[config.mk]
export PLATFORM = sky130hd
export DESIGN_NAME = flcm_out_reg
export DESIGN_NICKNAME = d
export VERILOG_FILES = /design/src/flcm_pkg.sv /design/src/flcm_out_reg.sv
export SDC_FILE = /design/constraint.sdc
export NUM_CORES = 1
export LEC_CHECK = 0
export BUFFER_PORTS_ARGS = -buffer_cell sky130_fd_sc_hd__buf_2
export CAP_MARGIN = 20
export CORE_ASPECT_RATIO = 0.6
export CORE_UTILIZATION = 42
export CTS_BUF_LIST = sky130_fd_sc_hd__clkbuf_2
export DETAILED_ROUTE_END_ITERATION = 16
export PLACE_DENSITY = 0.81
export REMOVE_ABC_BUFFERS = 1
export SETUP_SLACK_MARGIN = 0.3
export SLEW_MARGIN = 20
export SYNTH_ARGS = -nofsm -noshare
export SYNTH_HDL_FRONTEND = slang
export SYNTH_SLANG_ARGS = --single-unit
[constraint.sdc]
create_clock -name clk -period 1.5 [get_ports clk]
set_input_delay 0 -clock clk [delete_from_list [all_inputs] [get_ports clk]]
set_output_delay 0 -clock clk [all_outputs]
set_load 0.02 [all_outputs]
[src/flcm_pkg.sv]
// ============================================================================
// flcm_pkg: shared types and codes of the free-list chain memory
// Field widths, command and status codes, and the item and result records
// that pass between the stream ports and the chain engine.
// ============================================================================
package flcm_pkg;

    localparam int CMD_W    = 3;
    localparam int ADDR_W   = 6;
    localparam int KEY_W    = 32;
    localparam int VALUE_W  = 32;
    localparam int GSIZE_W  = 7;
    localparam int STATUS_W = 2;
    localparam int HEAD_W   = 7;
    localparam int COUNT_W  = 7;

    localparam logic [CMD_W-1:0] CMD_ALLOC = 3'd0;
    localparam logic [CMD_W-1:0] CMD_FREE  = 3'd1;
    localparam logic [CMD_W-1:0] CMD_PUT   = 3'd2;
    localparam logic [CMD_W-1:0] CMD_GET   = 3'd3;
    localparam logic [CMD_W-1:0] CMD_TEST  = 3'd4;

    localparam logic [STATUS_W-1:0] ST_OK        = 2'd0;
    localparam logic [STATUS_W-1:0] ST_NO_SPACE  = 2'd1;
    localparam logic [STATUS_W-1:0] ST_NOT_FOUND = 2'd2;

    typedef struct packed {
        logic                      first_of_group;
        logic [GSIZE_W-1:0]        group_size;
        logic signed [VALUE_W-1:0] value;
        logic [KEY_W-1:0]          key;
        logic [ADDR_W-1:0]         address;
        logic [CMD_W-1:0]          cmd;
    } item_t;

    typedef struct packed {
        logic [STATUS_W-1:0]       status;
        logic [HEAD_W-1:0]         head_address;
        logic signed [VALUE_W-1:0] data_out;
        logic                      is_free;
        logic [COUNT_W-1:0]        free_count;
    } result_t;

endpackage

[src/flcm_out_reg.sv]
// ============================================================================
// flcm_out_reg: result output register
// Holds one result beat so the engine can take the next item while the
// receiver stalls.
// ============================================================================
module flcm_out_reg
(
    input  logic              clk,
    input  logic              rst_n,
    input  logic              in_valid,
    output logic              in_ready,
    input  flcm_pkg::result_t in_data,
    output logic              out_valid,
    input  logic              out_ready,
    output flcm_pkg::result_t out_data
);

    logic              valid_reg;
    flcm_pkg::result_t data_reg;

    assign in_ready  = !valid_reg || out_ready;
    assign out_valid = valid_reg;
    assign out_data  = data_reg;

    always_ff @(posedge clk or negedge rst_n)
    begin
        if (!rst_n)
        begin
            valid_reg <= 1'b0;
        end
        else if (in_ready)
        begin
            valid_reg <= in_valid;
        end
    end

    always_ff @(posedge clk)
    begin
        if (in_valid && in_ready)
        begin
            data_reg <= in_data;
        end
    end

endmodule

# --- Word level (Yosys, flattened, before mapping) ---
# Index checks and enable logic that the tools add are counted.
totals:
  inputBits: 53
  out_inout_bits: 51
  elab_cells: 9
  reg_bits: 50
op_classes:
  n_reduce_logical: 3
ops:
  columns: ["op", "count"]
  rows:
  - ["$logic_and A1 B1 Y1", 1]
  - ["$logic_not A1 Y1", 1]
  - ["$logic_or A1 B1 Y1", 1]

# --- Depth between registers and ports, before layout ---
# Gate-level depths: netlist of the first run.
depth:
  depth_word: 3
  mapped_depth: 2

# --- Worst setup path before layout of the first run ---
# Ideal clock, no wire load.
synth_path:
  path_type: "register -> register"
  start: "reg valid_reg, in the netlist out_valid"
  end: "reg data_reg, in the netlist out_data[0] (enable)"
  stages_incl_launch_ff: 3
  slack_ns: 0.064
  period_less_slack_ns: 1.436
  arrival_time_ns: 1.068
  path_cell_list: "dfrtp_1 -> nand2b_4 -> and2_4"
synth_between:
  elab_chain_cells: 3
synth_lines:
  columns: ["element", "line", "text"]
  rows:
  - ["start, declared", "flcm_out_reg.sv:18", "logic valid_reg;"]
  - ["start signal, assigned", "flcm_out_reg.sv:33", "valid_reg <= in_valid;"]
  - ["$logic_not A1 Y1", "flcm_out_reg.sv:21", "assign in_ready = !valid_reg || out_ready;"]
  - ["$logic_or A1 B1 Y1", "flcm_out_reg.sv:21", null]
  - ["net in_ready", "flcm_out_reg.sv:11", "output logic in_ready,"]
  - ["$logic_and A1 B1 Y1", "flcm_out_reg.sv:39", "if (in_valid && in_ready)"]
  - ["end signal, assigned", "flcm_out_reg.sv:41", "data_reg <= in_data;"]
  - ["end, declared", "flcm_out_reg.sv:19", "flcm_pkg::result_t data_reg;"]
# The timed path passes the listed nets, and every way through them passes these cells.
# A chain may end at the register's enable or synchronous reset.

# --- Final worst setup path of the first run ---
layout_path:
  start: "reg valid_reg, in the netlist out_valid"
  end: "reg data_reg, in the netlist out_data[30] (enable)"
layout_between:
  elab_chain_cells: 3
layout_lines:
  columns: ["element", "line"]
  rows:
  - ["$logic_not A1 Y1", "flcm_out_reg.sv:21"]
  - ["$logic_or A1 B1 Y1", "flcm_out_reg.sv:21"]
  - ["$logic_and A1 B1 Y1", "flcm_out_reg.sv:39"]
# Every way passes these cells.

==> impl_metrics.py, run 1 <==
metrics = {
    "outcome": {
        "status": "completed",
    },
    "global_routing": {
        "antenna_found_initial": 0,
        "grt_pass1_wl_um": 5858,
        "track_usage_pct": 21.90,
        "grt_overflow_total": 0,
        "grt_max_degree": 34,
        "grt_pass1_vias": 1209,
    },
    "placed_design": {
        "post-place-ws_ns": 0.3188,
        "placed_cell_area_mm2": 0.002125,
        "dp_hpwl_um": 2283,
        "gp_congestion": 0.7467,
        "port_buffers": 103,
        "dp_cells": 203,
    },
    "min_path": {
        "min_path_type": "primary input to flip-flop",
    },
    "pwr": {
        "p_total_mw": 2.702,
        "p_int_mw": 2.096,
        "clkPwrFrac_pct": 24.1,
        "pwr_density_cell_mw_per_mm2": 991.7,
        "vdd_drop_max_v": 0.0009089,
        "p_leak_nw": 1.175,
        "p_sw_share_pct": 22.42,
        "comb_power_share_pct": 15.0,
        "power.net_switching_uw": 605.9,
        "pwr-share-seq_pct": 60.9,
    },
    "logic_synthesis": {
        "syn_area_per_cell_um2": 28.78,
        "synthDistinctLibCells": 5,
        "syn-cell-area_mm2": 0.001525,
        "synthTopCellsByArea": "edfxtp_1, dfrtp_1, nand2b_4",
        "ys_ff_latch": 50,
        "ys_warn_count": 0,
        "synth_top_area_share_pct": 96.47,
        "ys_seq_area_share_pct": 98.11,
        "syn_inst": 53,
        "yosys.area.top_type": "edfxtp_1",
    },
    "timing": {
        "tightest_slew_ns": 0.2365,
        "fmax_ghz": 0.8286,
        "min_period_ns": 1.207,
        "setup_tns_ns": 0,
        "rsz0062_at_grt": "yes",
        "setup_ws_ns": 0.2932,
        "maxSlewHeadroom_pct": 84.24,
        "finClkSkew_ns": 0.02498,
        "finalSetupViolations": 0,
        "whs_ns": 0.2891,
        "finalCritPeriodShare_pct": 80.45,
        "final_max_slew_viol_count": 0,
        "final-hold-violation-count": 0,
    },
    "clocking": {
        "cts_sinks": 50,
        "path_clk_slew_ns": 0.24,
        "clock_path_buffers": 2,
        "cts_made_buffers": 5,
        "cts_tree": "built",
        "cts_root_buffer": "clkbuf_2",
        "worstSkewPairLatency_ns": 0.40,
        "cts_max_level": 2,
    },
    "cells_and_area": {
        "layout_common_cells": "buf_2, dlygate4sd3_1, edfxtp_1",
        "fillers": 189,
        "fin_area_mm2": 0.002725,
        "area_delta_synth_final_pct": 78.67,
        "antenna_cells": 0,
        "nets": 272,
        "multi_input_area_um2": 28.78,
        "fin_util_pct": 81.03,
        "seqCellArea_mm2": 0.001496,
        "layoutNonFillerInstCount": 264,
        "drive_above_1_share_pct": 52.05,
        "layout_commonest_cell": "buf_2",
    },
    "worst_setup_path": {
        "endpoint": "out_data[30]$_DFFE_PP_",
        "crit_buf_inv": 1,
        "crit_start": "out_valid$_DFFE_PN0P_",
        "rr_worst_depth": 3,
        "r2r_setup_slack_ns": 0.29,
        "slowest_delay_ns": 0.46,
        "regToRegStartpoint": "out_valid$_DFFE_PN0P_",
        "cp_data_arrival_time_ns": 1.32,
        "crit_path_end_kind": "flip-flop",
        "critPathLaunchType": "flip-flop",
        "r2r-end": "out_data[30]$_DFFE_PP_",
        "critPathRequiredTime_ns": 1.62,
        "critPathMaxFanout": 33,
        "slowest_stage": "dfrtp_1",
        "path_class": "flip-flop to flip-flop",
        "crit_family": "flip-flops",
        "crit_chain": "nand2b_4, and2_4, buf_12",
        "worst-path-stages": 3,
    },
    "detailed_routing": {
        "viasPerCell": 4.364,
        "routed_wl_um": 3992,
        "firstDrtPassIters": 4,
        "wl_per_cell_um": 15.12,
        "route.detailed.drc": 0,
        "dr.first_iter.drc_count": 49,
        "ant_nets": 0,
        "vias": 1152,
    },
    "floorplanning": {
        "dieArea_mm2": 0.003884,
        "initial_core_util_pct": 45.35,
        "die_w_um": 79.80,
        "fp-row-count": 16,
        "core_area_mm2": 0.003363,
        "pin_count": 104,
        "die_height_um": 48.68,
    },
    "run": {
        "drv_cap": 0,
    },
}
==> cell families (layout without fill, tap and decap cells) <==
family | count (synthesis) | after routing | share of synthesized area [%]
flip-flops | 50 | 50 | 98.11
AND/OR/NAND/NOR | 3 | 3 | 1.887
buffers and inverters | 0 | 166 | 0
==> power groups by stage <==
stage,registers [mW],clock network (mW),logic (mW)
3_3_place_gp,1.67,0,0.280
6_report,1.65,0.650,0.405
5_1_grt,1.65,0.703,0.430
3_5_place_dp,1.68,0,0.288
4_1_cts,1.65,0.655,0.397
2_1_floorplan,1.77,0,0.0338
==> per-layer routing <==
metal / up-vias / global-route usage (%) / part of all wire, %
li1: 542 / - / -
met1: 522 / 22.91 / 37
met2: 80 / 39.32 / 51
met3: 8 / 8.302 / 11
met4: 0 / 9.226 / 1.8
met5: - / 0 / 0
==> cells in the mapped netlist <==
master and n:
nand2b_4 1, dfrtp_1 1, and2_4 1, edfxtp_1 49
nand2b_1 1
==> state kept, by name, indices dropped and copies added, names as in the netlist <==
register	flops
out_valid	1
out_data	49
==> how the worst min path moves through the flow <==
stage	slack, ns	endpoint	depth (start not counted)	start
after floorplan	-0.30	out_valid$_DFFE_PN0P_	0	rst_n
after global placement	-0.22	out_valid$_DFFE_PN0P_	1	rst_n
after detailed placement	-0.22	out_valid$_DFFE_PN0P_	1	rst_n
after CTS	0.26	out_data[23]$_DFFE_PP_	2	in_data[23]
after global routing	0.26	out_data[32]$_DFFE_PP_	2	in_data[32]
final	0.29	out_data[23]$_DFFE_PP_	2	in_data[23]
==> area by class of cell <==
type / instances / area share (%)
Clock buffer: 5 / 0.9183
Clock inverter: 2 / 1.240
Multi-Input combinational cell: 3 / 1.056
Sequential cell: 50 / 54.91
Tap cell: 45 / 2.066
Timing Repair Buffer: 159 / 39.81
==> repair_timing <==
action,4_1_cts,5_1_grt
buffers inserted,0,1
hold buffers,53,0
hold endpoints to repair,51,0
endpoints found under the setup margin,11,19
gates resized for setup,1,0
No activity file was read; power rests on OpenSTA's default activity.
==> run 2: changes to the inputs <==
CORE_UTILIZATION = 38   (was 42)
PLACE_DENSITY = 0.77   (was 0.81)
clock period = 0.98 ns   (was 1.5 ns; I/O delays follow)
==> run 2 against run 1 <==
  * The flow now finishes with violations (negative setup slack)
  * Wire length is 4.7% higher
  * Global-route usage is 4.1 points lower
  * Count of clock-buffer cells in the layout did not move
  * Non-clock buffer count up 3
  * Die area increased by 10%
  * Combinational power grew 85%
  * Hold slack got worse by 0.23 ns
  * Sequential cell count stayed put
  * Final cell count grew 2.3%
  * Clock skew down 0.0062 ns
  * Maximum frequency grew 1.3%
  * Critical path type unchanged
  * Largest cell class unchanged
==> impl_metrics.py, run 2 (synthesized netlist as in run 1, its figures left out) <==
metrics = {
    "outcome": {
        "status": "finished, violations left",
        "failed_checks": "negative setup slack",
    },
    "global_routing": {
        "track_usage_pct": 17.76,
        "grt_overflow_total": 0,
        "grt_max_degree": 25,
        "grt_pass1_vias": 1187,
        "antenna_found_initial": 0,
        "grt_pass1_wl_um": 5361,
    },
    "clocking": {
        "hold_buffers": 52,
        "cts_tree": "built",
        "clock_path_buffers": 2,
        "cts_max_level": 2,
        "worstSkewPairLatency_ns": 0.42,
        "path_clk_slew_ns": 0.22,
        "cts_root_buffer": "clkbuf_2",
        "cts_sinks": 50,
        "cts_made_buffers": 5,
    },
    "placed_design": {
        "port_buffers": 103,
        "gp_congestion": 0.7212,
        "post-place-ws_ns": -0.1812,
        "dp_hpwl_um": 2241,
    },
    "worst_setup_path": {
        "crit_path_end_kind": "flip-flop",
        "critPathRequiredTime_ns": 1.14,
        "path_class": "flip-flop to flip-flop",
        "slowest_stage": "dfrtp_1",
        "crit_buf_inv": 1,
        "crit_chain": "nand2b_4, and2_4, buf_12",
        "r2r-end": "out_data[2]$_DFFE_PP_",
        "r2r_setup_slack_ns": -0.21,
        "critPathLaunchType": "flip-flop",
        "rr_worst_depth": 3,
        "crit_family": "flip-flops",
        "regToRegStartpoint": "out_valid$_DFFE_PN0P_",
        "cp_data_arrival_time_ns": 1.35,
        "critPathMaxFanout": 13,
        "worst-path-stages": 3,
        "slowest_delay_ns": 0.46,
    },
    "timing": {
        "fmax_ghz": 0.8396,
        "setup_ws_ns": -0.2111,
        "finalCritPeriodShare_pct": 121.5,
        "final-hold-violation-count": 0,
        "tightest_slew_ns": 0.2430,
        "min_period_ns": 1.191,
        "maxSlewHeadroom_pct": 83.80,
        "finClkSkew_ns": 0.01877,
        "whs_ns": 0.05482,
        "finalSetupViolations": 91,
        "final_max_slew_viol_count": 0,
        "rsz0062_at_grt": "yes",
    },
    "cells_and_area": {
        "drive_above_1_share_pct": 53.81,
        "fillers": 219,
        "area_delta_synth_final_pct": 95.65,
        "layout_commonest_cell": "buf_2",
        "largest_reg_flops": 49,
        "fin_util_pct": 79.71,
        "antenna_cells": 0,
        "nets": 275,
        "layout_common_cells": "buf_2, dlygate4sd3_1, edfxtp_1",
    },
    "pwr": {
        "p_total_mw": 4.079,
        "pwr_density_cell_mw_per_mm2": 1367,
        "vdd_drop_max_v": 0.001024,
        "p_leak_nw": 1.271,
    },
    "detailed_routing": {
        "dr.first_iter.drc_count": 29,
        "routed_wl_um": 4179,
        "ant_nets": 0,
        "route.detailed.drc": 0,
        "viasPerCell": 4.248,
        "vias": 1147,
        "wl_per_cell_um": 15.48,
        "firstDrtPassIters": 3,
    },
    "run": {
        "drv_cap": 0,
    },
    "floorplanning": {
        "die_w_um": 83.79,
        "core_area_mm2": 0.003744,
        "dieArea_mm2": 0.004280,
        "die_height_um": 51.08,
        "fp-row-count": 17,
        "initial_core_util_pct": 40.74,
        "pin_count": 104,
    },
    "min_path": {
        "min_path_type": "primary input to flip-flop",
        "holdPathEnd": "out_valid$_DFFE_PN0P_",
        "worstHoldStart": "out_ready",
        "worstHoldPathCells": 5,
    },
}
run 2: changes by cell type in the layout (fill, tap and decap cells not counted), sizes merged:
cell | before | now
clkinvlp | 0 | 1
clkinv | 1 | 2
dlygate4sd3 | 53 | 52
bufinv | 1 | 0
clkbuf | 5 | 6
buf | 106 | 109
run 2: final cells by class:
class | count | area (um^2) | area share [%]
sequential | 50 | 1496 | 50.15
timing repair buffer | 162 | 1351 | 45.28
tap | 47 | 58.81 | 1.971
multi-input combinational | 3 | 36.28 | 1.216
clock buffer | 5 | 25.02 | 0.8386
clock inverter | 3 | 16.27 | 0.5451
run 2: how the worst max path moves through the flow:
stage                                from                     end  slack, ns
floorplan           out_valid$_DFFE_PN0P_   out_data[0]$_DFFE_PP_      -0.46
global placement    out_valid$_DFFE_PN0P_  out_data[38]$_DFFE_PP_      -0.15
detailed placement  out_valid$_DFFE_PN0P_  out_data[15]$_DFFE_PP_      -0.18
CTS                 out_valid$_DFFE_PN0P_                in_ready      -0.21
global route        out_valid$_DFFE_PN0P_                in_ready      -0.27
finish              out_valid$_DFFE_PN0P_   out_data[2]$_DFFE_PP_      -0.21
run 2: layer usage:
layer  up-vias  track usage (%)  wire length, um
li1        548                -                -
met1       520            18.27             1673
met3         7            11.15              509
met5         -                0                0
met2        72            29.40             1946
met4         0            7.627               49
run 2: tightest hold or removal path, stage by stage:
cell	delay [ns]
buf_2	0.09
nand2b_4	0.13
buf_6	0.09
buf_4	0.11
nand2b_4	0.04
run 2: timing repair:
item / in CTS / in global routing
cloned: 0 / 2
endpoints found under the setup margin: 101 / 101
buffers inserted: 0 / 1
gates resized for setup: 22 / 44
pin swaps: 0 / 1
endpoints found under the hold margin: 51 / 1
run 2: power breakdown:
part | total, mW | switching, mW | leakage (nW) | internal, mW
sequential | 2.54 | 0.0468 | 0.477 | 2.49
combinational | 0.749 | 0.321 | 0.767 | 0.428
clock | 0.794 | 0.632 | 0.0264 | 0.163
total | 4.08 | 1.00 | 1.27 | 3.08
run 2: stage by stage:
stage | TNS, ns | instances | cell area [um^2]
after floorplan | -22.33 | 53 | 1525
after global placement | -6.117 | 207 | 2167
after detailed placement | -7.491 | 207 | 2167
after CTS | -10.01 | 267 | 2798
after global routing | -17.23 | 270 | 2984
final | -10.78 | 270 | 2984
